$ cat config.mk
export PLATFORM = sky130hd
export DESIGN_NAME = smvg_cordic_cell
export DESIGN_NICKNAME = d
export VERILOG_FILES = /design/src/sv/spheroid_mesh_vertex_generator_macros.svh /design/src/sv/smvg_pkg.sv /design/src/sv/smvg_cordic_cell.sv
export SDC_FILE = /design/constraint.sdc
export NUM_CORES = 1
export LEC_CHECK = 0
export BUFFER_PORTS_ARGS = -buffer_cell sky130_fd_sc_hd__buf_2
export CAP_MARGIN = 10
export CORE_MARGIN = 2
export CORE_UTILIZATION = 45
export DETAILED_ROUTE_END_ITERATION = 6
export PLACE_DENSITY_LB_ADDON = 0.2
export SYNTH_ARGS = -nofsm -noshare
export SYNTH_HDL_FRONTEND = slang
export SYNTH_SLANG_ARGS = --single-unit
$ cat constraint.sdc
create_clock -name clk -period 9.4 [get_ports clk]
set_input_delay 0.94 -clock clk [delete_from_list [all_inputs] [get_ports clk]]
set_output_delay 0.94 -clock clk [all_outputs]
set_load 0.05 [all_outputs]
$ cat src/sv/spheroid_mesh_vertex_generator_macros.svh
// Assertion macros for the spheroid mesh vertex generator.
`ifndef SPHEROID_MESH_VERTEX_GENERATOR_MACROS_SVH
`define SPHEROID_MESH_VERTEX_GENERATOR_MACROS_SVH

// Same-cycle implication, clocked on clk, off during reset.
`define SMVG_ASSERT_IMP(label, ante, cons, msg) \
  label: assert property (@(posedge clk) disable iff (!rst_n) (ante) |-> (cons)) \
    else $error(msg);

// Next-cycle implication, clocked on clk, off during reset.
`define SMVG_ASSERT_NXT(label, ante, cons, msg) \
  label: assert property (@(posedge clk) disable iff (!rst_n) (ante) |=> (cons)) \
    else $error(msg);

`endif

$ cat src/sv/smvg_pkg.sv
// Shared types, constants and functions of the spheroid mesh vertex generator.
package smvg_pkg;

  localparam int MAX_DIVISIONS = 1024;
  localparam int CNT_W         = 11;
  localparam int CORDIC_STAGES = 16;
  localparam int ADIV_STAGES   = 32;
  localparam int ISQ_STAGES    = 32;
  localparam int NDIV_STAGES   = 15;
  localparam int ROT_W         = 34;

  localparam logic signed [ROT_W-1:0] CORDIC_GAIN_Q30 = 34'sd652032874;

  typedef enum logic [2:0] {
    REG_RADIUS_X    = 3'd0,
    REG_RADIUS_Y    = 3'd1,
    REG_RADIUS_Z    = 3'd2,
    REG_SLICE_COUNT = 3'd3,
    REG_STACK_COUNT = 3'd4
  } cfg_reg_t;

  // angle division: one quotient bit per cell for each index
  typedef struct packed {
    logic              int_st;
    logic [CNT_W-1:0]  rem_st;
    logic [CNT_W-1:0]  rem_sl;
    logic [31:0]       q_st;
    logic [31:0]       q_sl;
  } adiv_t;

  typedef struct packed {
    logic                    neg;
    logic signed [ROT_W-1:0] x;
    logic signed [ROT_W-1:0] y;
    logic signed [ROT_W-1:0] z;
  } rot_t;

  typedef struct packed {
    rot_t phi;
    rot_t theta;
  } cordic_t;

  typedef struct packed {
    logic [63:0] v;
    logic [63:0] r;
  } isq_t;

  typedef struct packed {
    logic [30:0]        len;
    logic [2:0][30:0]   rem;
    logic [2:0][14:0]   dq;
  } ndiv_t;

  typedef struct packed {
    logic signed [16:0] x;
    logic signed [16:0] y;
    logic signed [16:0] z;
  } pos_t;

  localparam logic [31:0] ATAN_TURNS [32] = '{
    32'h20000000, 32'h12E4051E, 32'h09FB385B, 32'h051111D4, 32'h028B0D43, 32'h0145D7E1,
    32'h00A2F61E, 32'h00517C55, 32'h0028BE53, 32'h00145F2F, 32'h000A2F98, 32'h000517CC,
    32'h00028BE6, 32'h000145F3, 32'h0000A2FA, 32'h0000517D, 32'h000028BE, 32'h0000145F,
    32'h00000A30, 32'h00000518, 32'h0000028C, 32'h00000146, 32'h000000A3, 32'h00000051,
    32'h00000029, 32'h00000014, 32'h0000000A, 32'h00000005, 32'h00000003, 32'h00000001,
    32'h00000001, 32'h00000000
  };

  function automatic logic [CNT_W-1:0] eff_count(input logic [CNT_W-1:0] c);
    if (c == '0) return CNT_W'(1);
    if (c > CNT_W'(MAX_DIVISIONS)) return CNT_W'(MAX_DIVISIONS);
    return c;
  endfunction

endpackage

$ cat src/sv/smvg_cordic_cell.sv
// One CORDIC rotation cell acting on the polar and the azimuth angle.
module smvg_cordic_cell
  import smvg_pkg::*;
(
  input  logic        clk,
  input  logic        rst_n,
  input  logic        en,
  input  logic [4:0]  k,
  input  logic        in_valid,
  input  cordic_t     in_d,
  output logic        out_valid,
  output cordic_t     out_d
);

  logic    valid_r;
  cordic_t d_r;
  cordic_t d_nxt;

  function automatic rot_t rotate(input rot_t a, input logic [4:0] s);
    rot_t                    o;
    logic signed [ROT_W-1:0] dx;
    logic signed [ROT_W-1:0] dy;
    logic signed [ROT_W-1:0] at;
    o  = a;
    dx = a.y >>> s;
    dy = a.x >>> s;
    at = $signed({2'b00, ATAN_TURNS[s]});
    if (!a.z[ROT_W-1]) begin
      o.x = a.x - dx;
      o.y = a.y + dy;
      o.z = a.z - at;
    end else begin
      o.x = a.x + dx;
      o.y = a.y - dy;
      o.z = a.z + at;
    end
    return o;
  endfunction

  always_comb begin
    d_nxt.phi   = rotate(in_d.phi, k);
    d_nxt.theta = rotate(in_d.theta, k);
  end

  always_ff @(posedge clk) begin
    if (!rst_n) begin
      valid_r <= 1'b0;
    end else if (en) begin
      valid_r <= in_valid;
    end
  end

  always_ff @(posedge clk) begin
    if (en) begin
      d_r <= d_nxt;
    end
  end

  assign out_valid = valid_r;
  assign out_d     = d_r;

endmodule

==> impl_metrics.env <==
export IMPL_cts_htree_levels=1
export IMPL_wire_per_inst_um=26.4
export IMPL_synth_net_count=3797
export IMPL_status="completed"
export IMPL_hold_viol=0
export IMPL_crit_slowest_cell="nor4b_2"
export IMPL_grt_start_max_net_pins=138
export IMPL_portBuffers=421
export IMPL_final_cell_mix="buf_2 (413), a21oi_1 (298), nor2_1 (283), nand2_1 (223), ha_1 (211)"
export IMPL_vias=30400
export IMPL_path_max_fanout=58
export IMPL_core_um2=68600
export IMPL_path_class="in -> reg"
export IMPL_grtUsageTotal_pct=33.0
export IMPL_tns_ns=0
export IMPL_rows=96
export IMPL_start_util_pct=45.4
export IMPL_yosysWarnings=0
export IMPL_start_kind="input port"
export IMPL_syn_area_per_cell_um2=9.25
export IMPL_synth_top_area_share_pct=19.9
export IMPL_cts_buffer_depth=3
export IMPL_cts_tree="built"
export IMPL_hold_buffers=0
export IMPL_hold_end="out_d[102]"
export IMPL_clock_latency_ns=0.58
export IMPL_gp_congestion=1.06
export IMPL_antenna_found_initial=15
export IMPL_hp_class="in -> reg"
export IMPL_crit_top_cell="ha_1"
export IMPL_drive_above_1_share_pct=22.4
export IMPL_rr_endpoint="out_valid"
export IMPL_synth_edff_count=206
export IMPL_rsz0062_at_grt="no"
export IMPL_ios=422
export IMPL_synthArstFlopShare_pct=0
export IMPL_peakVddDrop_mv=0.151
export IMPL_overflow=0
export IMPL_cts_buffers=26
export IMPL_clock_sinks=207
export IMPL_critPathRequiredTime_ns=9.73
export IMPL_synthFlopType="edfxtp_1"
export IMPL_syn_cell_area_um2=31100
export IMPL_grt_pass1_wl_um=179000
export IMPL_hpwl_um=93600
export IMPL_fin_ws_ns=0.986
export IMPL_layout_commonest_cell="buf_2"
export IMPL_powerDensity_nw_per_um2=179
export IMPL_worstHoldStart="in_d[102]"
export IMPL_vias_per_cell=6.57
export IMPL_post_route_period_util_pct=89.5
export IMPL_clk_pin_slew_worst_paths_ns=0.06
export IMPL_fmax_mhz=119
export IMPL_rr_worst_depth=2
export IMPL_dp_slack_ns=0.593
export IMPL_syn2layout_area_growth_pct=10.5
export IMPL_ant_nets=0
export IMPL_firstDrtPassIters=6
export IMPL_drt_wl_total_um=122000
export IMPL_rrSetupSlack_ns=8.77
export IMPL_leakage_uw=0.0141
export IMPL_cp_arrival_ns=8.75
export IMPL_drv_slew=0
export IMPL_relSlewSlack_pct=13.0
export IMPL_crit_chain="buf_8 > inv_2 > ha_1 > mux4_2 > a211oi_1 > ha_1 > inv_1 > a2111oi_0 > and4_1 > and4_1 > nand2_1 > nor4b_2 > nor2_1 > mux2_2 > ha_1 > nand3_1 > or4_1 > o311ai_0 > nand2_1 > o2111ai_1 > a21oi_1 > xnor2_1"
export IMPL_drtIter0Drc=4328
export IMPL_crit_path_end_kind="register"
export IMPL_drc_errors=0
export IMPL_synth_cells=3365
export IMPL_yosysUniqueCellTypes=117
export IMPL_whs_path_depth=1
export IMPL_die_area_um2=71300
export IMPL_final_net_count=4099
export IMPL_slowest_delay_ns=1.01
export IMPL_die_width_um=267
export IMPL_max_cap_viol_count=0
export IMPL_min_period_ns=8.41
export IMPL_post_cts_resized=0
export IMPL_synth_largest_area_cell="edfxtp_1"
export IMPL_hold_ws_ns=0.529
export IMPL_dieHeight_um=267
export IMPL_grt_pass1_vias=27600
export IMPL_ys_seq_area_share_pct=19.9
export IMPL_ys_seq_elements=207
export IMPL_setup_viol=0
export IMPL_tightest_slew_ns=1.29
export IMPL_clk_root_buffer_cell="clkbuf_16"
export IMPL_finalClockSkew_ns=0
export IMPL_postCtsSetupRepairBufs=0
export IMPL_r2r_start="out_valid"
export IMPL_synthTopCellsByArea="edfxtp_1 (20%), mux4_2 (9.8%), ha_1 (8.5%)"
==> routing by layer <==
layer	up-vias	GRT usage (%)	routed length, µm
li1	13700	-	-
met1	14500	48.6	53100
met2	1946	45.3	48800
met3	293	10.5	16100
met4	6	10.1	4230
met5	-	0	40
==> worst max path at each step <==
stage,from,to,slack (ns)
global placement,k[0],out_d[135],0.80
finish,k[0],out_d[135],0.99
CTS,k[0],out_d[135],1.17
floorplan,k[1],out_d[135],1.58
detailed placement,k[0],out_d[135],0.59
global route,k[0],out_d[135],0.36
==> flip-flops by register name, indices dropped and copies added (netlist names) <==
name	count
out_valid	1
out_d	206
==> cells by family after synthesis <==
kind of cell | Yosys count | synth area share (%)
muxes | 395 | 20.4
AOI/OAI and AO/OA | 1064 | 22.5
buffers and inverters | 274 | 5.00
adders and majority gates | 217 | 8.87
xor gates and xnor gates | 305 | 8.65
and+or+nand+nor | 903 | 14.6
DFF | 207 | 19.9
==> power breakdown <==
part	internal, µW	switching (µW)
clock network	557	433
registers	1370	62.6
logic	1210	2510
==> final cells by class <==
type	count	area (µm²)
diodes	12	30.0
clock buffers	30	666
clock inverters	15	134
fillers	6518	34200
inverters	81	304
multi-input cells	2884	23400
flip-flops and latches	207	6210
well taps	931	1160
repair buffers	467	2520
==> critical path, delay by kind of cell <==
kind / cells / cell delay [ns]
adders and majority gates: 3 / 1.12
muxes: 2 / 0.84
xor gates and xnor gates: 1 / 0.12
buffers and inverters: 3 / 0.71
AOI/OAI and AO/OA: 5 / 2.14
and+or+nand+nor: 8 / 2.83
==> metrics by stage <==
stage	instances	cell area, µm²	total power (µW)	utilization (%)
after global routing	4626	34400	6460	50.2
after global placement	4569	33600	5090	48.9
after CTS	4615	34400	6110	50.1
after floorplan	3365	31100	4190	-
final	4627	34400	6150	50.2
after detailed placement	4570	33600	5080	49.0
==> cell usage after synthesis, drive strengths merged, types with 15 or more instances <==
library cell / n
nor3b: 20
and2: 29
edfxtp: 206
a31oi: 60
nand3: 62
o21bai: 28
a21o: 94
xnor2: 205
or2: 15
a21oi: 298
mux4: 171
nand2b: 56
xor2: 99
nor2b: 40
mux2i: 125
o22ai: 45
o21a: 49
nor3: 48
nand2: 225
buf: 120
a211oi: 40
o21ai: 189
inv: 80
o211ai: 22
a22oi: 31
and3: 47
mux2: 99
a21boi: 19
nand4: 18
ha: 211
clkbuf: 71
nor2: 284
No activity file was read; power rests on OpenSTA's default activity.
