**src/sv/spheroid_mesh_vertex_generator_macros.svh**
```systemverilog
// Assertion macros for the spheroid mesh vertex generator.
`ifndef SPHEROID_MESH_VERTEX_GENERATOR_MACROS_SVH
`define SPHEROID_MESH_VERTEX_GENERATOR_MACROS_SVH

// Same-cycle implication, clocked on clk, off during reset.
`define SMVG_ASSERT_IMP(label, ante, cons, msg) \
  label: assert property (@(posedge clk) disable iff (!rst_n) (ante) |-> (cons)) \
    else $error(msg);

// Next-cycle implication, clocked on clk, off during reset.
`define SMVG_ASSERT_NXT(label, ante, cons, msg) \
  label: assert property (@(posedge clk) disable iff (!rst_n) (ante) |=> (cons)) \
    else $error(msg);

`endif

```
**src/sv/smvg_pkg.sv**
```systemverilog
// Shared types, constants and functions of the spheroid mesh vertex generator.
package smvg_pkg;

  localparam int MAX_DIVISIONS = 1024;
  localparam int CNT_W         = 11;
  localparam int CORDIC_STAGES = 16;
  localparam int ADIV_STAGES   = 32;
  localparam int ISQ_STAGES    = 32;
  localparam int NDIV_STAGES   = 15;
  localparam int ROT_W         = 34;

  localparam logic signed [ROT_W-1:0] CORDIC_GAIN_Q30 = 34'sd652032874;

  typedef enum logic [2:0] {
    REG_RADIUS_X    = 3'd0,
    REG_RADIUS_Y    = 3'd1,
    REG_RADIUS_Z    = 3'd2,
    REG_SLICE_COUNT = 3'd3,
    REG_STACK_COUNT = 3'd4
  } cfg_reg_t;

  // angle division: one quotient bit per cell for each index
  typedef struct packed {
    logic              int_st;
    logic [CNT_W-1:0]  rem_st;
    logic [CNT_W-1:0]  rem_sl;
    logic [31:0]       q_st;
    logic [31:0]       q_sl;
  } adiv_t;

  typedef struct packed {
    logic                    neg;
    logic signed [ROT_W-1:0] x;
    logic signed [ROT_W-1:0] y;
    logic signed [ROT_W-1:0] z;
  } rot_t;

  typedef struct packed {
    rot_t phi;
    rot_t theta;
  } cordic_t;

  typedef struct packed {
    logic [63:0] v;
    logic [63:0] r;
  } isq_t;

  typedef struct packed {
    logic [30:0]        len;
    logic [2:0][30:0]   rem;
    logic [2:0][14:0]   dq;
  } ndiv_t;

  typedef struct packed {
    logic signed [16:0] x;
    logic signed [16:0] y;
    logic signed [16:0] z;
  } pos_t;

  localparam logic [31:0] ATAN_TURNS [32] = '{
    32'h20000000, 32'h12E4051E, 32'h09FB385B, 32'h051111D4, 32'h028B0D43, 32'h0145D7E1,
    32'h00A2F61E, 32'h00517C55, 32'h0028BE53, 32'h00145F2F, 32'h000A2F98, 32'h000517CC,
    32'h00028BE6, 32'h000145F3, 32'h0000A2FA, 32'h0000517D, 32'h000028BE, 32'h0000145F,
    32'h00000A30, 32'h00000518, 32'h0000028C, 32'h00000146, 32'h000000A3, 32'h00000051,
    32'h00000029, 32'h00000014, 32'h0000000A, 32'h00000005, 32'h00000003, 32'h00000001,
    32'h00000001, 32'h00000000
  };

  function automatic logic [CNT_W-1:0] eff_count(input logic [CNT_W-1:0] c);
    if (c == '0) return CNT_W'(1);
    if (c > CNT_W'(MAX_DIVISIONS)) return CNT_W'(MAX_DIVISIONS);
    return c;
  endfunction

endpackage

```
**src/sv/smvg_ndiv_cell.sv**
```systemverilog
// One restoring-division cell: one quotient bit of each normal component.
module smvg_ndiv_cell
  import smvg_pkg::*;
(
  input  logic   clk,
  input  logic   rst_n,
  input  logic   en,
  input  logic   in_valid,
  input  ndiv_t  in_d,
  output logic   out_valid,
  output ndiv_t  out_d
);

  logic  valid_r;
  ndiv_t d_r;
  ndiv_t d_nxt;

  always_comb begin
    logic [31:0] t;
    logic        qb;
    d_nxt = in_d;
    for (int i = 0; i < 3; i++) begin
      t  = {in_d.rem[i], in_d.dq[i][14]};
      qb = t >= {1'b0, in_d.len};
      d_nxt.rem[i] = qb ? 31'(t - {1'b0, in_d.len}) : t[30:0];
      d_nxt.dq[i]  = {in_d.dq[i][13:0], qb};
    end
  end

  always_ff @(posedge clk) begin
    if (!rst_n) begin
      valid_r <= 1'b0;
    end else if (en) begin
      valid_r <= in_valid;
    end
  end

  always_ff @(posedge clk) begin
    if (en) begin
      d_r <= d_nxt;
    end
  end

  assign out_valid = valid_r;
  assign out_d     = d_r;

endmodule

```
**config.mk**
```make
export PLATFORM = sky130hd
export DESIGN_NAME = smvg_ndiv_cell
export DESIGN_NICKNAME = d
export VERILOG_FILES = /design/src/sv/spheroid_mesh_vertex_generator_macros.svh /design/src/sv/smvg_pkg.sv /design/src/sv/smvg_ndiv_cell.sv
export SDC_FILE = /design/constraint.sdc
export NUM_CORES = 1
export LEC_CHECK = 0
export BUFFER_PORTS_ARGS = -buffer_cell sky130_fd_sc_hd__clkbuf_2
export CORE_AREA = 2 2 181 183
export DETAILED_ROUTE_END_ITERATION = 10
export DIE_AREA = 0 0 183 185
export GPL_TIMING_DRIVEN = 0
export HOLD_SLACK_MARGIN = 0.1
export PLACE_DENSITY = 0.67
export SYNTH_ARGS = -nofsm -noshare
export SYNTH_HDL_FRONTEND = slang
export SYNTH_SLANG_ARGS = --single-unit
```
**constraint.sdc**
```tcl
create_clock -name clk -period 3.34 [get_ports clk]
set_clock_uncertainty 0.15 [all_clocks]
set_input_delay 0.167 -clock clk [delete_from_list [all_inputs] [get_ports clk]]
set_output_delay 0.167 -clock clk [all_outputs]
set_load 0.005 [all_outputs]
```
==> reports/results.tsv <==
stage	metric	value	unit
power_and_ir_drop	seqPwrFrac	41.0	%
critical_path	ff2ff_path_depth	3	
power_and_ir_drop	power.share.switching	30.6	%
placed_design	hpwl	28700	um
die	die-area	33900	um^2
critical_path	cp_max_fo	10	
timing	slew_headroom	53.3	%
flow_run	maxCapViolations	0	
power_and_ir_drop	power_density	430	nW/um^2
timing	hold_slack	0.164	ns
critical_path	cp-start-kind	primary input	
logic_synthesis	syn-num-nets	1367	
power_and_ir_drop	leakage	6.85	nW
timing	slew_viol_final	0	
timing	layout_setup_ws	0.0489	ns
critical_path	cp_cell_sequence	dlygate4sd3_1 > clkbuf_2 > ha_1 > buf_2 > a21o_1 > a21oi_1 > o21ai_0 > a31oi_4 > nand2_1 > a211oi_2 > buf_4 > clkbuf_4 > o21ai_0	
final_layout	multiInputGateArea	5600	um^2
placed_design	io_buffers	342	
logic_synthesis	synth_top_cell_area_share	45.9	%
run_status	status	finished clean	
clock_tree	clk_pin_slew	0.07	ns
critical_path	cp_common_cell	o21ai_0	
logic_synthesis	syn_inst	1098	
logic_synthesis	yosysSeqAreaShare	46.1	%
clock_tree	cts_buffer_depth	2	
route	via_per_inst	5.14	
die	die_h	185	um
power_and_ir_drop	p_comb_share	29.0	%
timing	worstMarginPinSlew	0.695	ns
timing	period_share	98.5	%
route	vias	10556	
route	drt_wl_total	37800	um
clock_tree	cts_setup_buffers	0	
logic_synthesis	postSynthAreaPerCell	10.1	um^2
global_routing	grt_pass1_vias	10494	
die	start_util	34.5	%
timing	tns	0	ns
logic_synthesis	synth_area_leader_cell	edfxtp_1	
critical_path	required	3.37	ns
route	wl_per_cell	18.4	um
logic_synthesis	syn-cell-area	11100	um^2
route	ant_nets	0	
timing	fmax	0.304	GHz
power_and_ir_drop	vdd_drop_max	371	uV
final_layout	drive_gt1_share	25.1	%
critical_path	rr_startpoint	out_valid$_SDFFE_PN0P_	
route	drc	0	
logic_synthesis	synthArstFlopShare	0	%
critical_path	max_stage_delay	0.54	ns
die	rows	66	
logic_synthesis	synth_ff_type	edfxtp_1	
clock_tree	cts.sinks	170	
timing	hold_viol	0	
logic_synthesis	yosysMostFrequentCell	edfxtp_1	
global_routing	grt_overflow_total	0	
final_layout	stdcell_area	15600	um^2
route	dr.pass1.iters	7	
placed_design	postPlaceCellArea	13300	um^2
clock_tree	root_buffer	clkbuf_16	
power_and_ir_drop	p_clk_share	30.0	%
critical_path	slowest_stage	dlygate4sd3_1	
critical_path	crit_family	buffers and inverters	
global_routing	grt_pass1_wl	55800	um
timing	period_needed	3.29	ns
critical_path	r2r-end	out_valid$_SDFFE_PN0P_	
route	dr.first_iter.drc_count	664	
placed_design	dp_worst_setup_slack	-0.371	ns
logic_synthesis	ys_top_cells_by_area	edfxtp_1 46%, ha_1 11%, o21ai_0 5.5%	
critical_path	cp_num_cells	13	
critical_path	path_buf_inv	5	
logic_synthesis	ys_ff_latch	170	
global_routing	antenna_found_initial	2	
logic_synthesis	ys_warn_count	0	
logic_synthesis	synth_edf_count	169	
final_layout	nFillCells	3019	
final_layout	seqCellArea	5090	um^2
logic_synthesis	synth_cell_type_count	67	
critical_path	cp-endpoint	out_d[73]$_DFFE_PP_	
die	die_x	183	um
clock_tree	clk_latency	0.44	ns
critical_path	crit_start	in_d[55]	
logic_synthesis	synth_commonest_cells	169 x edfxtp_1, 138 x nand2_1, 121 x o21ai_0, 93 x ha_1, 82 x a21oi_1	
clock_tree	cts_buffers	17	
die	io_pins	343	
power_and_ir_drop	switchingPower	2.06	mW
critical_path	worstPathArrival	3.32	ns
min_path	min_path_type	in -> reg	
final_layout	syn2layout_area_growth	41.6	%
final_layout	nNetsFinal	1900	
die	core_area	32000	um^2
placed_design	place_congestion	0.881	
critical_path	crit_type	in -> reg	
global_routing	grt_max_degree	96	
power_and_ir_drop	internal_power	4.67	mW
critical_path	end_kind	flop	
clock_tree	tritoncts	built	
clock_tree	cts.htree.levels	4	
critical_path	regToRegSetupSlack	2.04	ns
timing	finalSetupViolations	0	
global_routing	grt_use_total	21.6	%
==> per-layer routing <==
layer	global-route usage (%)	vias up	share of wire (%)
met5	0	-	0.042
met4	9.95	2	3.7
met3	4.99	79	5.8
met2	38.8	352	50
met1	24.3	4973	41
li1	-	5150	-
==> area by class of cell <==
class,count,area share [%]
repair buffers,514,22.1
clock buffers,20,2.79
plain buffers,39,1.22
flip-flops and latches,170,32.6
diodes,1,0.0160
well taps,408,3.26
inverters,56,1.34
multi-input cells,833,35.8
clock inverters,12,0.904
==> worst reg2reg max path, cell delays in order, from the launching register on <==
cell	delay [ns]
dfxtp_1	0.32
mux2i_1	0.12
nor2b_1	0.06
dlygate4sd3_1	0.55
==> worst min path at each step <==
stage,startpoint,cells after the start,to,slack (ns)
floorplan,in_d[9],0,out_d[10]$_DFFE_PP_,0.12
global placement,in_d[6],1,out_d[7]$_DFFE_PP_,0.19
detailed placement,in_d[24],1,out_d[25]$_DFFE_PP_,0.20
CTS,in_d[14],4,out_d[45]$_DFFE_PP_,0.15
global route,in_d[14],4,out_d[45]$_DFFE_PP_,0.18
finish,in_d[14],4,out_d[45]$_DFFE_PP_,0.16
==> stage by stage <==
step	power (mW)	cells	utilization, %
after detailed placement	4.56	1849	41.5
after CTS	6.76	2052	48.7
after global placement	4.55	1848	41.4
final	6.74	2053	48.8
after floorplan	3.81	1098	-
after global routing	7.07	2052	48.8
==> flip-flops by register name, summed over array words and instances, names as in the netlist <==
register and count:
out_d 169, out_valid 1
==> placed cells by master (no fill, tap or decap), types with 20 or more instances in the layout <==
| master | netlist | layout |
|---|---|---|
| edfxtp_1 | 169 | 169 |
| nand2_1 | 138 | 138 |
| a21o_1 | 34 | 34 |
| clkbuf_1 | 27 | 26 |
| nand4_1 | 21 | 21 |
| clkbuf_2 | 1 | 346 |
| xor2_1 | 35 | 35 |
| inv_1 | 54 | 54 |
| nand3_1 | 20 | 20 |
| nor2_1 | 53 | 53 |
| o21ai_0 | 121 | 121 |
| xnor2_1 | 43 | 43 |
| ha_1 | 93 | 93 |
| a21oi_1 | 82 | 82 |
| dlygate4sd3_1 | 0 | 171 |
==> power by group through the flow <==
stage / Sequential, mW / Combinational [mW] / Clock [mW]
CTS: 2.76 / 1.94 / 2.07
floorplan: 2.83 / 0.984 / 0
global placement: 2.81 / 1.74 / 0
finish: 2.76 / 1.96 / 2.02
global route: 2.78 / 2.15 / 2.13
detailed placement: 2.80 / 1.76 / 0
==> cells by family after synthesis <==
family | after synthesis | synth area share (%)
xor+xnor | 78 | 6.18
compound gates | 338 | 19.0
mux | 9 | 0.928
buf+inv | 95 | 3.51
flops | 170 | 46.1
fa+ha+maj | 96 | 11.1
simple gates | 312 | 13.3
==> what timing repair did <==
item                                    CTS  global route
endpoints found under the hold margin   168             0
hold buffers                            171             0
endpoints found under the setup margin    0            54
resized for setup                         0            18
Power figures use the tool's default switching activity.
