`src/sv/spheroid_mesh_vertex_generator_macros.svh`:
```
// Assertion macros for the spheroid mesh vertex generator.
`ifndef SPHEROID_MESH_VERTEX_GENERATOR_MACROS_SVH
`define SPHEROID_MESH_VERTEX_GENERATOR_MACROS_SVH

// Same-cycle implication, clocked on clk, off during reset.
`define SMVG_ASSERT_IMP(label, ante, cons, msg) \
  label: assert property (@(posedge clk) disable iff (!rst_n) (ante) |-> (cons)) \
    else $error(msg);

// Next-cycle implication, clocked on clk, off during reset.
`define SMVG_ASSERT_NXT(label, ante, cons, msg) \
  label: assert property (@(posedge clk) disable iff (!rst_n) (ante) |=> (cons)) \
    else $error(msg);

`endif

```
`src/sv/smvg_pkg.sv`:
```
// Shared types, constants and functions of the spheroid mesh vertex generator.
package smvg_pkg;

  localparam int MAX_DIVISIONS = 1024;
  localparam int CNT_W         = 11;
  localparam int CORDIC_STAGES = 16;
  localparam int ADIV_STAGES   = 32;
  localparam int ISQ_STAGES    = 32;
  localparam int NDIV_STAGES   = 15;
  localparam int ROT_W         = 34;

  localparam logic signed [ROT_W-1:0] CORDIC_GAIN_Q30 = 34'sd652032874;

  typedef enum logic [2:0] {
    REG_RADIUS_X    = 3'd0,
    REG_RADIUS_Y    = 3'd1,
    REG_RADIUS_Z    = 3'd2,
    REG_SLICE_COUNT = 3'd3,
    REG_STACK_COUNT = 3'd4
  } cfg_reg_t;

  // angle division: one quotient bit per cell for each index
  typedef struct packed {
    logic              int_st;
    logic [CNT_W-1:0]  rem_st;
    logic [CNT_W-1:0]  rem_sl;
    logic [31:0]       q_st;
    logic [31:0]       q_sl;
  } adiv_t;

  typedef struct packed {
    logic                    neg;
    logic signed [ROT_W-1:0] x;
    logic signed [ROT_W-1:0] y;
    logic signed [ROT_W-1:0] z;
  } rot_t;

  typedef struct packed {
    rot_t phi;
    rot_t theta;
  } cordic_t;

  typedef struct packed {
    logic [63:0] v;
    logic [63:0] r;
  } isq_t;

  typedef struct packed {
    logic [30:0]        len;
    logic [2:0][30:0]   rem;
    logic [2:0][14:0]   dq;
  } ndiv_t;

  typedef struct packed {
    logic signed [16:0] x;
    logic signed [16:0] y;
    logic signed [16:0] z;
  } pos_t;

  localparam logic [31:0] ATAN_TURNS [32] = '{
    32'h20000000, 32'h12E4051E, 32'h09FB385B, 32'h051111D4, 32'h028B0D43, 32'h0145D7E1,
    32'h00A2F61E, 32'h00517C55, 32'h0028BE53, 32'h00145F2F, 32'h000A2F98, 32'h000517CC,
    32'h00028BE6, 32'h000145F3, 32'h0000A2FA, 32'h0000517D, 32'h000028BE, 32'h0000145F,
    32'h00000A30, 32'h00000518, 32'h0000028C, 32'h00000146, 32'h000000A3, 32'h00000051,
    32'h00000029, 32'h00000014, 32'h0000000A, 32'h00000005, 32'h00000003, 32'h00000001,
    32'h00000001, 32'h00000000
  };

  function automatic logic [CNT_W-1:0] eff_count(input logic [CNT_W-1:0] c);
    if (c == '0) return CNT_W'(1);
    if (c > CNT_W'(MAX_DIVISIONS)) return CNT_W'(MAX_DIVISIONS);
    return c;
  endfunction

endpackage

```
`src/sv/smvg_isqrt_cell.sv`:
```
// One digit cell of the integer square root of the squared length.
module smvg_isqrt_cell
  import smvg_pkg::*;
(
  input  logic        clk,
  input  logic        rst_n,
  input  logic        en,
  input  logic [5:0]  b,
  input  logic        in_valid,
  input  isq_t        in_d,
  output logic        out_valid,
  output isq_t        out_d
);

  logic        valid_r;
  isq_t        d_r;
  isq_t        d_nxt;
  logic [63:0] bit_v;
  logic [63:0] t;

  always_comb begin
    bit_v = 64'd1 << b;
    t     = in_d.r + bit_v;
    if (in_d.v >= t) begin
      d_nxt.v = in_d.v - t;
      d_nxt.r = (in_d.r >> 1) + bit_v;
    end else begin
      d_nxt.v = in_d.v;
      d_nxt.r = in_d.r >> 1;
    end
  end

  always_ff @(posedge clk) begin
    if (!rst_n) begin
      valid_r <= 1'b0;
    end else if (en) begin
      valid_r <= in_valid;
    end
  end

  always_ff @(posedge clk) begin
    if (en) begin
      d_r <= d_nxt;
    end
  end

  assign out_valid = valid_r;
  assign out_d     = d_r;

endmodule

```
`config.mk`:
```
export PLATFORM = sky130hd
export DESIGN_NAME = smvg_isqrt_cell
export DESIGN_NICKNAME = d
export VERILOG_FILES = /design/src/sv/spheroid_mesh_vertex_generator_macros.svh /design/src/sv/smvg_pkg.sv /design/src/sv/smvg_isqrt_cell.sv
export SDC_FILE = /design/constraint.sdc
export NUM_CORES = 1
export LEC_CHECK = 0
export BUFFER_PORTS_ARGS = -buffer_cell sky130_fd_sc_hd__buf_2
export CORE_AREA = 3 3 203 205
export CTS_CLUSTER_DIAMETER = 200
export DETAILED_ROUTE_END_ITERATION = 16
export DIE_AREA = 0 0 206 208
export PLACE_DENSITY = 0.62
export RECOVER_POWER = 100
export SLEW_MARGIN = 20
export SYNTH_ARGS = -nofsm -noshare
export SYNTH_HDL_FRONTEND = slang
export SYNTH_SLANG_ARGS = --single-unit
```
`constraint.sdc`:
```
create_clock -name clk -period 19.86 [get_ports clk]
set_input_delay 0 -clock clk [delete_from_list [all_inputs] [get_ports clk]]
set_output_delay 0 -clock clk [all_outputs]
set_load 0.005 [all_outputs]
```
==> results of run 1 <==
==> critical path, delay by kind of cell <==
kind / cells / cell delay, ns
fa+ha+maj: 2 / 0.58
xor+xnor: 1 / 0.18
buf+inv: 5 / 5.92
compound gates: 16 / 4.32
simple gates: 5 / 2.06
==> registers in the layout, indices dropped and copies added, names as in the netlist <==
register	flops
out_d	128
out_valid	1
==> placed cells by master, fill, tap and decap left out, types with 12 or more instances in the layout <==
cell type	instances
a21boi_0	14
a21o_1	119
a21oi_1	238
a31oi_1	33
and2_1	26
and3_1	22
buf_2	188
clkbuf_1	82
clkbuf_16	17
dlygate4sd3_1	113
edfxtp_1	128
ha_1	164
inv_1	67
nand2_1	274
nand2b_1	20
nand3_1	44
nand4_1	60
nor2_1	174
nor2b_1	22
nor3_1	47
nor4_1	12
o211ai_1	22
o21a_1	23
o21ai_0	233
o21bai_1	41
o31ai_1	27
or2_2	14
xnor2_1	117
xor2_1	82
==> per-stage QoR <==
stage / setup WS (ns) / util, % / area, um2
2_1_floorplan: 13.51 / - / 17700
6_report: 6.80 / 52.8 / 20900
3_3_place_gp: 10.99 / 48.7 / 19300
3_5_place_dp: 10.80 / 48.7 / 19300
4_1_cts: 11.27 / 53.1 / 21000
5_1_grt: 5.70 / 52.8 / 20900
==> worst max path at each step <==
stage	startpoint	end
floorplan	b[1]	out_d[127]
global placement	b[1]	out_d[73]
detailed placement	b[1]	out_d[92]
CTS	b[1]	out_d[92]
global route	b[1]	out_d[93]
finish	b[1]	out_d[76]
==> power by group through the flow <==
stage	logic, uW	clock network [uW]	registers (uW)
global placement	400	0	363
global route	466	363	364
finish	424	348	361
floorplan	252	0	368
CTS	422	353	359
detailed placement	402	0	364
==> timing repair <==
action / 4_1_cts / 5_1_grt
hold buffers: 113 / 0
resized for setup: 0 / 0
hold endpoints to repair: 112 / 0
==> logic make-up (layout without fill, tap and decap cells) <==
logic type	Yosys count	after routing	share of synthesized area, %
AOI/OAI and AO/OA	858	858	30.3
and+or+nand+nor	771	771	20.9
buffers and inverters	210	491	4.47
xor gates and xnor gates	199	199	9.83
adders and majority gates	166	166	11.7
DFF	129	129	21.8
muxes	17	17	1.03
==> cell type report <==
cell class / instances / area, um2 / share of cell area (%)
flip-flops and latches: 129 / 3860 / 18.5
clock inverters: 14 / 190 / 0.909
repair buffers: 392 / 2450 / 11.7
multi-input cells: 2011 / 13100 / 62.5
inverters: 67 / 251 / 1.20
clock buffers: 18 / 429 / 2.05
well taps: 525 / 657 / 3.14
==> per-layer routing <==
metal / up-vias / track usage (%) / part of all wire [%]
met4: 2 / 10.3 / 3.0
met2: 909 / 44.5 / 41
met5: - / 0 / 0.013
met1: 8942 / 46.2 / 47
met3: 122 / 5.46 / 8.4
li1: 9274 / - / -
==> run metrics, run 1 <==
clk_skew=0 ns; Reg2Reg Capture Point=out_valid; Vias/cell=6.10; final non-filler cell total=between 3000 and 4000; PortBufs=266; Starting Density=44.7%; combinational share of power=between 30% and 40%; failing checks=max-capacitance violations, max-slew violations; Clk Latency, worst-skew pair=between 0.4 and 0.5 ns; Die ar.=approximately 43000 um2; Pleak=0.00887 uW; fill count=around 3900; via count=19249; fin crit period=~13 ns; CTS tree=yes; post-synthesis register bit count=129; Synthesized Nets=between 2000 and 3000; Worst path slowest cell=clkbuf_1; hold path startpoint=in_d[123]; Worst-path clk slew=0.06 ns; FF-to-FF setup slack=about 19 ns; pwr dens=54.1 nW/um2; crit path capture type=flop; Hold Slack=about 0.0037 ns; sequential area share after synthesis=21.8%; routed wire length=68200 um; synth top area cells=edfxtp_1 22%, ha_1 12%, a21oi_1 6.7%; share of flip-flops with an asynchronous set or reset=0%; Synth area leader=edfxtp_1; DR pass1 iterations=6; sw frac=36.2%; Primary FF master, synth=edfxtp_1; synth unique cells=80; DPL Wire Length=53100 um; Sequential Power Share=31.9%; GP Congestion=1.00; CTS Buf Count=17; WHS Path Cells=4; Synth warnings=0; Worst Hold End=out_d[123]; TNS Setup=0 ns; Placeable Area=39600 um2; Critical Path AT=~13 ns; Antenna diodes=0; initial antenna violation count=1; Die W=206 um; Final Cycle Share=65.7%; # setup viols final=0; P_sw=around 410 uW; count leader, synth=nand2_1; Pwr Total=1130 uW; CTS root buf=clkbuf_16; Max clock buf depth=2; RSZ-0062 raised after global routing=no; Worst-Margin Slew=3.78 ns; CP required=about 20 ns; Slew Limit Fails=329; Crit path largest cell delay=2.51 ns; Worst slew margin=-152%; Worst VDD drop=approximately 0.07 mV; drt wl/cell=about 22 um; CP max FO=99; Post-Syn Area per Cell=7.55 um2; chip height=around 210 um; largest net degree at the start of global routing=100; Worst R2R Path Depth=3; highest clock rate=0.0766 GHz; # rows=73; DRC=0; Mapped Cells=2350; share of the synthesized area in the top cell type=21.7%; cell mode on critical path=a21o_1; EDFF count, synth=128; Synth top cells by count=274 x nand2_1, 238 x a21oi_1, 231 x o21ai_0; Syn Std Cell Area=17700 um2; dpl cells=3011; crit start category=primary input; vias in the first global route=17898; Clk pwr share=30.7%; clock tree sinks=129; layout cell share with drive strength beyond 1=10.2%; number of nets still failing antenna checks after routing=0; final hold violations=0; P&R area growth vs syn=18.0%; HP Class=primary input to flop; Top Ports=267; 1st-iter DRT viols=1789; H-tree levels=4; internal power=a little over 700 uW; first-pass GRT wire length=104000 um; status=finished with violations; postcts setup bufs=0; critical path class=primary input to flop; gr ovfl total=0; FF-to-FF Start=out_valid; fin nets=2921; maxcap violations=5; GR Util All Layers=30.9%
No activity file was read; power rests on OpenSTA's default activity.
==> run 2, diff against run 1 <==
Clock period 19.86 ns to 12.6 ns, I/O delays scaled along.
==> run metrics, run 2 (synthesis results as in run 1) <==
HP Class=primary input to flop; clk_skew=0 ns; CP max FO=101; H-tree levels=4; initial antenna violation count=1; Worst slew margin=-151%; CTS root buf=clkbuf_16; via count=19315; CTS Buf Count=17; Antenna diodes=0; Placeable Area=39600 um2; critical path class=primary input to flop; Clk Latency, worst-skew pair=~0.46 ns; Worst path slowest cell=o211a_1; gr ovfl total=0; DRC=0; maxcap violations=3; Worst-path clk slew=approximately 0.07 ns; 1st-iter DRT viols=between 2000 and 2500; # setup viols final=0; Worst Hold End=out_d[2]; FF-to-FF setup slack=11.35 ns; cell mode on critical path=a21o_1; commonest non-fill, non-tap cell in the layout=nand2_1; Die W=a little over 200 um; failing checks=max-capacitance violations, max-slew violations; Max clock buf depth=2; crit start category=primary input; PortBufs=266; Worst R2R Path Depth=3; Starting Density=about 45%; Top Ports=267; FF-to-FF Start=out_valid; clock tree sinks=~130; fill count=between 3000 and 4000; number of nets still failing antenna checks after routing=0; GR Util All Layers=about 30%; WHS Path Cells=2; status=finished with violations; fin nets=2923; Worst VDD drop=0.0980 mV; RSZ-0062 raised after global routing=no; max reg flops=about 130; Final Cycle Share=between 70% and 80%; layout cell share with drive strength beyond 1=10.3%; TNS Setup=0 ns; Pwr Total=1770 uW; highest clock rate=~0.11 GHz; Vias/cell=6.12; Crit path largest cell delay=1.50 ns; P&R area growth vs syn=18.1%; final hold violations=0; Worst-Margin Slew=3.76 ns; Die ar.=42800 um2; most frequent cells in the layout=274 x nand2_1, 238 x a21oi_1, 233 x o21ai_0, 187 x buf_2, 174 x nor2_1; CTS tree=yes; drt wl/cell=21.4 um; CP required=12.92 ns; Slew Limit Fails=191; pwr dens=~85 nW/um2; Reg2Reg Capture Point=out_valid; Critical Path AT=approximately 9.3 ns; Pleak=0.00887 uW; fin crit period=8.92 ns; DPL Wire Length=53000 um; # rows=73; hold path startpoint=in_d[3]; post-layout util=52.8%; crit path capture type=flop; vias in the first global route=18051; DR pass1 iterations=5; routed wire length=67600 um; first-pass GRT wire length=between 100000 and 150000 um; chip height=208 um; GP Congestion=1.00; largest net degree at the start of global routing=102
run 2: cell types whose count changed in the layout (fill, tap and decap cells not counted):
cell / change
buf_2: -1
clkinv_4: +1
mux2_2: +2
clkinv_2: -1
clkbuf_8: +1
buf_4: +1
mux2_1: -2
inv_6: -1
clkbuf_1: -3
buf_1: +2
bufinv_16: -1
clkinvlp_4: +1
dlygate4sd3_1: +3
run 2: timing repair:
| item | CTS | global route |
|---|---|---|
| gates resized for setup | 0 | 0 |
| setup buffers | 0 | 0 |
| hold buffers | 116 | 0 |
| hold endpoints to repair | 115 | 0 |
run 2: worst max path at each step:
stage               startpoint          to  slack [ns]  cells past startpoint
floorplan                 b[1]  out_d[127]        6.25                     31
global placement          b[1]  out_d[123]        4.40                     30
detailed placement        b[1]  out_d[123]        4.27                     30
CTS                       b[1]  out_d[123]        4.74                     30
global route              b[1]  out_d[123]        3.05                     30
finish                    b[1]  out_d[123]        3.68                     30
run 2: per-layer routing:
metal  track usage [%]  vias to the layer above  share of wire [%]
li1                  -                     9262                  -
met1              47.2                     8961                 48
met2              43.4                      960                 40
met3              5.05                      130                8.6
met4              10.8                        2                3.2
met5                 0                        -              0.010
run 2: critical path: cells and delay by family:
| kind | cells | cell delay, ns |
|---|---|---|
| AO/OA/AOI/OAI | 15 | 4.12 |
| XOR/XNOR | 1 | 0.18 |
| adder cells (fa/ha/maj) | 2 | 0.59 |
| buffers and inverters | 4 | 1.77 |
| multiplexers | 1 | 0.29 |
| AND/OR/NAND/NOR | 7 | 2.19 |
run 2: area by class of cell:
class	count	area [um2]	share of cell area, %
Timing Repair Buffer	394	2480	11.8
Clock buffer	19	443	2.12
Clock inverter	13	163	0.777
Sequential cell	129	3860	18.5
Tap cell	525	657	3.14
Multi-Input combinational cell	2011	13100	62.5
Inverter	67	251	1.20
run 2: where the power goes:
group | switching, uW | total (uW) | internal (uW)
sequential | 18.5 | 570 | 551
combinational | 409 | 665 | 256
clock | 220 | 535 | 316
total | 647 | 1770 | 1120
run 2: through the flow:
stage          instance area [um2]  cells  hold WS, ns  worst slack [ns]
2_1_floorplan                17700   2350        0.112              6.25
3_3_place_gp                 19300   3010        0.216              4.40
3_5_place_dp                 19300   3010        0.222              4.27
4_1_cts                      21100   3158      0.00517              4.74
5_1_grt                      20900   3158       0.0801              3.05
6_report                     20900   3158       0.0230              3.68
