[src/sv/spheroid_mesh_vertex_generator_macros.svh]
// Assertion macros for the spheroid mesh vertex generator.
`ifndef SPHEROID_MESH_VERTEX_GENERATOR_MACROS_SVH
`define SPHEROID_MESH_VERTEX_GENERATOR_MACROS_SVH

// Same-cycle implication, clocked on clk, off during reset.
`define SMVG_ASSERT_IMP(label, ante, cons, msg) \
  label: assert property (@(posedge clk) disable iff (!rst_n) (ante) |-> (cons)) \
    else $error(msg);

// Next-cycle implication, clocked on clk, off during reset.
`define SMVG_ASSERT_NXT(label, ante, cons, msg) \
  label: assert property (@(posedge clk) disable iff (!rst_n) (ante) |=> (cons)) \
    else $error(msg);

`endif

[src/sv/smvg_pkg.sv]
// Shared types, constants and functions of the spheroid mesh vertex generator.
package smvg_pkg;

  localparam int MAX_DIVISIONS = 1024;
  localparam int CNT_W         = 11;
  localparam int CORDIC_STAGES = 16;
  localparam int ADIV_STAGES   = 32;
  localparam int ISQ_STAGES    = 32;
  localparam int NDIV_STAGES   = 15;
  localparam int ROT_W         = 34;

  localparam logic signed [ROT_W-1:0] CORDIC_GAIN_Q30 = 34'sd652032874;

  typedef enum logic [2:0] {
    REG_RADIUS_X    = 3'd0,
    REG_RADIUS_Y    = 3'd1,
    REG_RADIUS_Z    = 3'd2,
    REG_SLICE_COUNT = 3'd3,
    REG_STACK_COUNT = 3'd4
  } cfg_reg_t;

  // angle division: one quotient bit per cell for each index
  typedef struct packed {
    logic              int_st;
    logic [CNT_W-1:0]  rem_st;
    logic [CNT_W-1:0]  rem_sl;
    logic [31:0]       q_st;
    logic [31:0]       q_sl;
  } adiv_t;

  typedef struct packed {
    logic                    neg;
    logic signed [ROT_W-1:0] x;
    logic signed [ROT_W-1:0] y;
    logic signed [ROT_W-1:0] z;
  } rot_t;

  typedef struct packed {
    rot_t phi;
    rot_t theta;
  } cordic_t;

  typedef struct packed {
    logic [63:0] v;
    logic [63:0] r;
  } isq_t;

  typedef struct packed {
    logic [30:0]        len;
    logic [2:0][30:0]   rem;
    logic [2:0][14:0]   dq;
  } ndiv_t;

  typedef struct packed {
    logic signed [16:0] x;
    logic signed [16:0] y;
    logic signed [16:0] z;
  } pos_t;

  localparam logic [31:0] ATAN_TURNS [32] = '{
    32'h20000000, 32'h12E4051E, 32'h09FB385B, 32'h051111D4, 32'h028B0D43, 32'h0145D7E1,
    32'h00A2F61E, 32'h00517C55, 32'h0028BE53, 32'h00145F2F, 32'h000A2F98, 32'h000517CC,
    32'h00028BE6, 32'h000145F3, 32'h0000A2FA, 32'h0000517D, 32'h000028BE, 32'h0000145F,
    32'h00000A30, 32'h00000518, 32'h0000028C, 32'h00000146, 32'h000000A3, 32'h00000051,
    32'h00000029, 32'h00000014, 32'h0000000A, 32'h00000005, 32'h00000003, 32'h00000001,
    32'h00000001, 32'h00000000
  };

  function automatic logic [CNT_W-1:0] eff_count(input logic [CNT_W-1:0] c);
    if (c == '0) return CNT_W'(1);
    if (c > CNT_W'(MAX_DIVISIONS)) return CNT_W'(MAX_DIVISIONS);
    return c;
  endfunction

endpackage

[src/sv/smvg_adiv_cell.sv]
// One restoring-division cell: one fraction bit of stack and slice angle.
module smvg_adiv_cell
  import smvg_pkg::*;
(
  input  logic             clk,
  input  logic             rst_n,
  input  logic             en,
  input  logic [CNT_W-1:0] n_st,
  input  logic [CNT_W-1:0] n_sl,
  input  logic             in_valid,
  input  adiv_t            in_d,
  output logic             out_valid,
  output adiv_t            out_d
);

  logic              valid_r;
  adiv_t             d_r;
  adiv_t             d_nxt;
  logic [CNT_W:0]    t_st;
  logic [CNT_W:0]    t_sl;
  logic              b_st;
  logic              b_sl;

  always_comb begin
    t_st  = {in_d.rem_st, 1'b0};
    t_sl  = {in_d.rem_sl, 1'b0};
    b_st  = t_st >= {1'b0, n_st};
    b_sl  = t_sl >= {1'b0, n_sl};
    d_nxt = in_d;
    d_nxt.rem_st = b_st ? CNT_W'(t_st - {1'b0, n_st}) : t_st[CNT_W-1:0];
    d_nxt.rem_sl = b_sl ? CNT_W'(t_sl - {1'b0, n_sl}) : t_sl[CNT_W-1:0];
    d_nxt.q_st   = {in_d.q_st[30:0], b_st};
    d_nxt.q_sl   = {in_d.q_sl[30:0], b_sl};
  end

  always_ff @(posedge clk) begin
    if (!rst_n) begin
      valid_r <= 1'b0;
    end else if (en) begin
      valid_r <= in_valid;
    end
  end

  always_ff @(posedge clk) begin
    if (en) begin
      d_r <= d_nxt;
    end
  end

  assign out_valid = valid_r;
  assign out_d     = d_r;

endmodule

[config.mk]
export PLATFORM = sky130hd
export DESIGN_NAME = smvg_adiv_cell
export DESIGN_NICKNAME = d
export VERILOG_FILES = /design/src/sv/spheroid_mesh_vertex_generator_macros.svh /design/src/sv/smvg_pkg.sv /design/src/sv/smvg_adiv_cell.sv
export SDC_FILE = /design/constraint.sdc
export NUM_CORES = 1
export LEC_CHECK = 0
export BUFFER_PORTS_ARGS = -buffer_cell sky130_fd_sc_hd__buf_2
export CAP_MARGIN = 10
export CORE_MARGIN = 2
export CORE_UTILIZATION = 42
export DETAILED_ROUTE_END_ITERATION = 6
export GPL_TIMING_DRIVEN = 0
export MAX_ROUTING_LAYER = met4
export PLACE_DENSITY = 0.74
export SLEW_MARGIN = 30
export SYNTH_ARGS = -nofsm -noshare
export SYNTH_HDL_FRONTEND = slang
export SYNTH_SLANG_ARGS = --single-unit
[constraint.sdc]
create_clock -name clk -period 2.35 [get_ports clk]
set_clock_uncertainty 0.2 [all_clocks]
set_input_delay 0.47 -clock clk [delete_from_list [all_inputs] [get_ports clk]]
set_output_delay 0.47 -clock clk [all_outputs]
set_load 0.005 [all_outputs]
==> results of run 1 <==
[report_power, final]
part           leakage [nW]  internal (mW)  switching (mW)
Sequential            0.860           1.90          0.0351
Combinational          1.52          0.363           0.390
Clock                0.0981          0.419           0.605
Total                  2.48           2.68            1.03
[registers in the layout (all words and copies together) (netlist names)]
| register | cells |
|---|---|
| out_d | 87 |
| out_valid | 1 |
[cells in the final DEF, fill, tap and decap left out, types with 3 or more instances in the layout]
cell and n:
buf_2 198, edfxtp_1 87, inv_1 26, nor2_1 20, nand2_1 15, ha_1 14
a21oi_1 13, o21ai_0 12, clkbuf_8 9, nand3_1 7, xnor2_1 7, ha_4 6
o21a_1 5, buf_6 4, a211o_1 4, nor2b_1 4, a211oi_1 4, o211ai_1 3
and3_1 3, nor3_1 3, o41ai_1 3, a211oi_2 3, and2_1 3, mux2i_1 3
inv_8 3
[final cells by class]
| class | count | area, um2 |
|---|---|---|
| plain buffers | 4 | 38.8 |
| clock buffers | 9 | 124 |
| clock inverters | 7 | 75.1 |
| fillers | 763 | 3710 |
| inverters | 30 | 118 |
| multi-input cells | 177 | 1430 |
| flip-flops and latches | 88 | 2630 |
| well taps | 129 | 161 |
| repair buffers | 201 | 1040 |
[path summary, 6_finish.rpt]
path	start	to	slack, ns	cells after the start
hold reg to reg	out_valid$_SDFFE_PN0P_	out_valid$_SDFFE_PN0P_	0.37	2
hold / removal	in_d[37]	out_d[38]$_DFFE_PP_	0.08	1
setup / recovery	n_sl[0]	out_d[65]$_DFFE_PP_	0.04	8
setup reg to reg	out_valid$_SDFFE_PN0P_	out_valid$_SDFFE_PN0P_	1.51	2
[stage by stage]
step | hold WS (ns) | area [um2]
finish | 0.0785 | 5620
global route | 0.0484 | 5620
CTS | 0.0614 | 5570
detailed placement | 0.364 | 5380
global placement | 0.295 | 5340
floorplan | 0.307 | 4190
[routing by layer]
layer | global-route usage [%] | routed length (um) | vias up
met5 | - | 0 | -
met3 | 4.38 | 733 | 15
met4 | 6.05 | 228 | 0
li1 | - | - | 1554
met1 | 21.0 | 4010 | 1494
met2 | 34.3 | 5370 | 120
[worst reg2reg max path, cell delays in order (launching register included)]
cell	delay, ns
dfxtp_1	0.33
mux2i_1	0.15
nor2b_1	0.07
[cells by family after synthesis]
| group | share of synthesized area, % |
|---|---|
| buffers and inverters | 3.64 |
| AO/OA/AOI/OAI | 12.8 |
| AND/OR/NAND/NOR | 7.31 |
| adder cells (fa/ha/maj) | 7.77 |
| XOR/XNOR | 1.94 |
| flip-flops | 64.9 |
| multiplexers | 1.67 |
[what timing repair did]
item / in CTS / in global routing
hold endpoints to repair: 0 / 0
setup endpoints to repair: 0 / 10
setup buffers: 0 / 2
resized for setup: 0 / 4
==> impl_metrics.ini, run 1 <==
[power_and_ir_drop]
p_per_area_mw_per_mm2 = 661
p_total_mw = 3.72
ir_worst_vdd_uv = 375
p_leak_nw = 2.48

[synthesis]
synth_commonest_cells = 87 x edfxtp_1, 29 x inv_1, 22 x ha_1
ys.flop_type = edfxtp_1
ys_types = 53
ys_seq_area_share_pct = 64.9
synth_edf_count = 87
yosysTopAreaCellShare_pct = 64.4
ys_ff_latch = 88
ys_top_cells_by_area = edfxtp_1 64%, ha_1 6.8%, inv_1 2.7%
syn_nets = 435
avgSynthCellArea_um2 = 13.6
yosysWarnings = 0
synth_largest_area_cell = edfxtp_1
synth_cells = 298
synthArstFlopShare_pct = 0
synth_most_common_cell = edfxtp_1
netlist_area_mm2 = 0.00406

[floorplanning]
ios = 201
fp.coreArea_mm2 = 0.00933
die_w_um = 102
die_area_mm2 = 0.0105
die_h_um = 102
num_rows = 35
start_util_pct = 43.5

[placed_design]
portBuffers = 198
place_ws_ns = -0.382
placedCellCount = 626
place_congestion = 0.890
place_hpwl_mm = 8.05

[timing]
grt_setup_unrepaired = false
setup_violations = 0
slew_viol_final = 0
fin_ws_ns = 0.0380
slew_headroom_pct = 71.0
max_freq_ghz = 0.433
tightest_slew_ns = 0.433
finalSetupTns_ns = 0
hold_viol_final = 0
period_needed_ns = 2.31
fin_crit_sh_pct = 98.4

[global_routing]
grt_max_degree = 74
grt_pass1_vias = 3091
grt_pass1_wl_mm = 14.7
grt_remaining_overflow = 0
antenna_found_initial = 0
grtUsageTotal_pct = 19.1

[detailed_routing]
routed_wl_mm = 10.3
vias = 3183
dr.pass1.iters = 4
drc = 0
vias_per_cell = 4.93
drt_iter0_drc = 154
drtAntennaViolNets = 0
drt-wirelength-per-cell_um = 16.0

[clocking]
cts.clk_slew.worst_paths_ns = 0.11
h-tree-depth = 3
cts_inserted_buffers = 9
cts_buffer_depth = 2
clkLatencyLatePin_ns = 0.36
root_buffer = clkbuf_8
tritoncts = done
postCtsHoldBufs = 0
clock-sinks = 88

[critical_path]
worstPathArrival_ns = 2.22
crit_required_ns = 2.26
start_kind = primary input
critPathMaxFanout = 4
cp_cell_sequence = buf_2 > inv_1 > fa_2 > o211ai_1 > a2111oi_4 > a211oi_4 > buf_4 > mux2_4
critPathMaxStageDelay_ns = 0.39
cpMaxStageDelayCell = fa_2
crit_type = primary input to register
cp_top_family = compound AO/OA/AOI/OAI gates
end_kind = register
path_buf_inv = 3

[worst_hold_path]
hold_class = primary input to register

[final_layout]
syn2layout_area_growth_pct = 38.5
drive_above_1_share_pct = 49.2
nets = 648
final_util_pct = 60.2
antenna_cells = 0
stdcell_count = 645

[run_status]
outcome = finished clean

[flow_run]
cap_violations = 0
Power figures use the tool's default switching activity.
==> inputs of run 2 (changes only) <==
--- a/config.mk
+++ b/config.mk
@@ -7,6 +7,7 @@
 export LEC_CHECK = 0
 export BUFFER_PORTS_ARGS = -buffer_cell sky130_fd_sc_hd__buf_2
 export CAP_MARGIN = 10
+export CORE_ASPECT_RATIO = 0.6
 export CORE_MARGIN = 2
 export CORE_UTILIZATION = 42
 export DETAILED_ROUTE_END_ITERATION = 6
==> impl_metrics.ini, run 2 (synthesized netlist as in run 1, its figures left out) <==
[critical_path]
regToRegSetupSlack_ns = 1.57
r2r_start = out_valid$_SDFFE_PN0P_
critPathMaxFanout = 10
cp_top_family = compound AO/OA/AOI/OAI gates
cpMaxStageDelayCell = fa_2
path_buf_inv = 4
start_kind = primary input
cp_cell_sequence = buf_2 > inv_1 > fa_2 > o211ai_1 > a211oi_2 > a211o_1 > buf_6 > clkbuf_4 > nor2_1 > a21oi_1
worstPathArrival_ns = 2.17
reg2reg_depth = 2
worstSetupStartpoint = n_st[0]
crit_required_ns = 2.22
critPathMaxStageDelay_ns = 0.38
crit_type = primary input to register
end_kind = register
r2r_end = out_valid$_SDFFE_PN0P_

[final_layout]
mostFrequentLayoutCells = 197 x buf_2, 87 x edfxtp_1, 25 x inv_1
drive_above_1_share_pct = 50.1
antenna_cells = 0
final_common_cell = buf_2
regArea_mm2 = 0.00263
largest_reg_flops = 87
num-fill-cells = 760
stdcell_count = 645
nets = 648
multi_input_area_mm2 = 0.00144
syn2layout_area_growth_pct = 41.9

[clocking]
clkLatencyLatePin_ns = 0.33
tritoncts = done
postCtsHoldBufs = 0
h-tree-depth = 3
clock-sinks = 88
cts_buffer_depth = 2
root_buffer = clkbuf_16
cts_inserted_buffers = 9
cts.clk_slew.worst_paths_ns = 0.06

[worst_hold_path]
whs_endpoint = out_d[30]$_DFFE_PP_
holdPathStages = 1
hold_class = primary input to register
hp-start = in_d[29]

[detailed_routing]
vias_per_cell = 5.00
dr.pass1.iters = 4
vias = 3224
drt_iter0_drc = 178
routed_wl_mm = 10.4
drt-wirelength-per-cell_um = 16.2
drc = 0
drtAntennaViolNets = 0

[timing]
slew_viol_final = 0
tightest_slew_ns = 0.481
period_needed_ns = 2.30
hold_viol_final = 0
setup_violations = 0
slew_headroom_pct = 67.9
fin_ws_ns = 0.0534
max_freq_ghz = 0.435
fin_crit_sh_pct = 97.7

[power_and_ir_drop]
combPwrFrac_pct = 18.1
ir_worst_vdd_uv = 467
p_sw_mw = 1.01
swShare_pct = 24.0
p_clk_share_pct = 35.9
seq_power_share_pct = 46.0
p_per_area_mw_per_mm2 = 733
p_int_mw = 3.21
p_leak_nw = 2.53

[floorplanning]
start_util_pct = 43.7
fp.coreArea_mm2 = 0.00929
num_rows = 27
ios = 201
die_h_um = 80.1
die_w_um = 131
die_area_mm2 = 0.0105

[flow_run]
cap_violations = 0

[global_routing]
grt_remaining_overflow = 0
antenna_found_initial = 0
grt_pass1_vias = 3035
grt_max_degree = 48
grtUsageTotal_pct = 20.2
grt_pass1_wl_mm = 15.4

[placed_design]
placedCellCount = 627
place_hpwl_mm = 8.03
portBuffers = 198
place_ws_ns = -0.389
place_congestion = 0.889

[run_status]
outcome = finished clean
[run 2: power by group through the flow]
stage	logic (mW)	registers (mW)	clock network (mW)
2_1_floorplan	0.349	2.00	0
3_3_place_gp	0.717	1.97	0
3_5_place_dp	0.739	1.97	0
4_1_cts	0.746	1.94	1.55
5_1_grt	0.843	1.96	1.62
6_report	0.763	1.94	1.51
[run 2: routing by layer]
metal / global-route usage, % / vias up / wire [um]
met4: 6.28 / 0 / 182
met3: 5.73 / 15 / 877
met2: 30.4 / 132 / 4820
li1: - / 1554 / -
met1: 26.8 / 1523 / 4560
met5: - / - / 0
[run 2: timing repair]
| action | CTS | global route |
|---|---|---|
| pin swaps | 1 | 5 |
| hold endpoints to repair | 0 | 0 |
| gates resized for setup | 0 | 11 |
| cloned | 1 | 0 |
| setup endpoints to repair | 2 | 14 |
| buffers inserted | 0 | 2 |
[run 2: how the worst max path moves through the flow]
stage                                to  slack, ns  cells past startpoint
floorplan           out_d[71]$_DFFE_PP_      -0.04                      6
global placement    out_d[71]$_DFFE_PP_      -0.36                      8
detailed placement  out_d[71]$_DFFE_PP_      -0.39                      7
CTS                 out_d[68]$_DFFE_PP_     -0.007                      9
global route        out_d[79]$_DFFE_PP_      -0.03                     10
finish              out_d[79]$_DFFE_PP_       0.05                     10
[run 2: through the flow]
stage	total power, mW	cell area, um2	util [%]	setup TNS [ns]	hold WS (ns)
final	4.22	5760	62.0	0	0.107
after global routing	4.43	5760	62.0	-0.0370	0.0876
after CTS	4.24	5700	61.4	-0.0140	0.0938
after detailed placement	2.71	5370	57.8	-6.34	0.309
after global placement	2.69	5340	57.5	-17.64	0.294
after floorplan	2.35	4190	-	-0.0861	0.307
[run 2: cell type report]
type / count / area share [%]
well taps: 130 / 2.82
clock buffers: 9 / 3.91
plain buffers: 4 / 0.717
inverters: 30 / 2.04
multi-input cells: 177 / 25.0
repair buffers: 201 / 18.1
clock inverters: 6 / 1.63
flip-flops and latches: 88 / 45.7
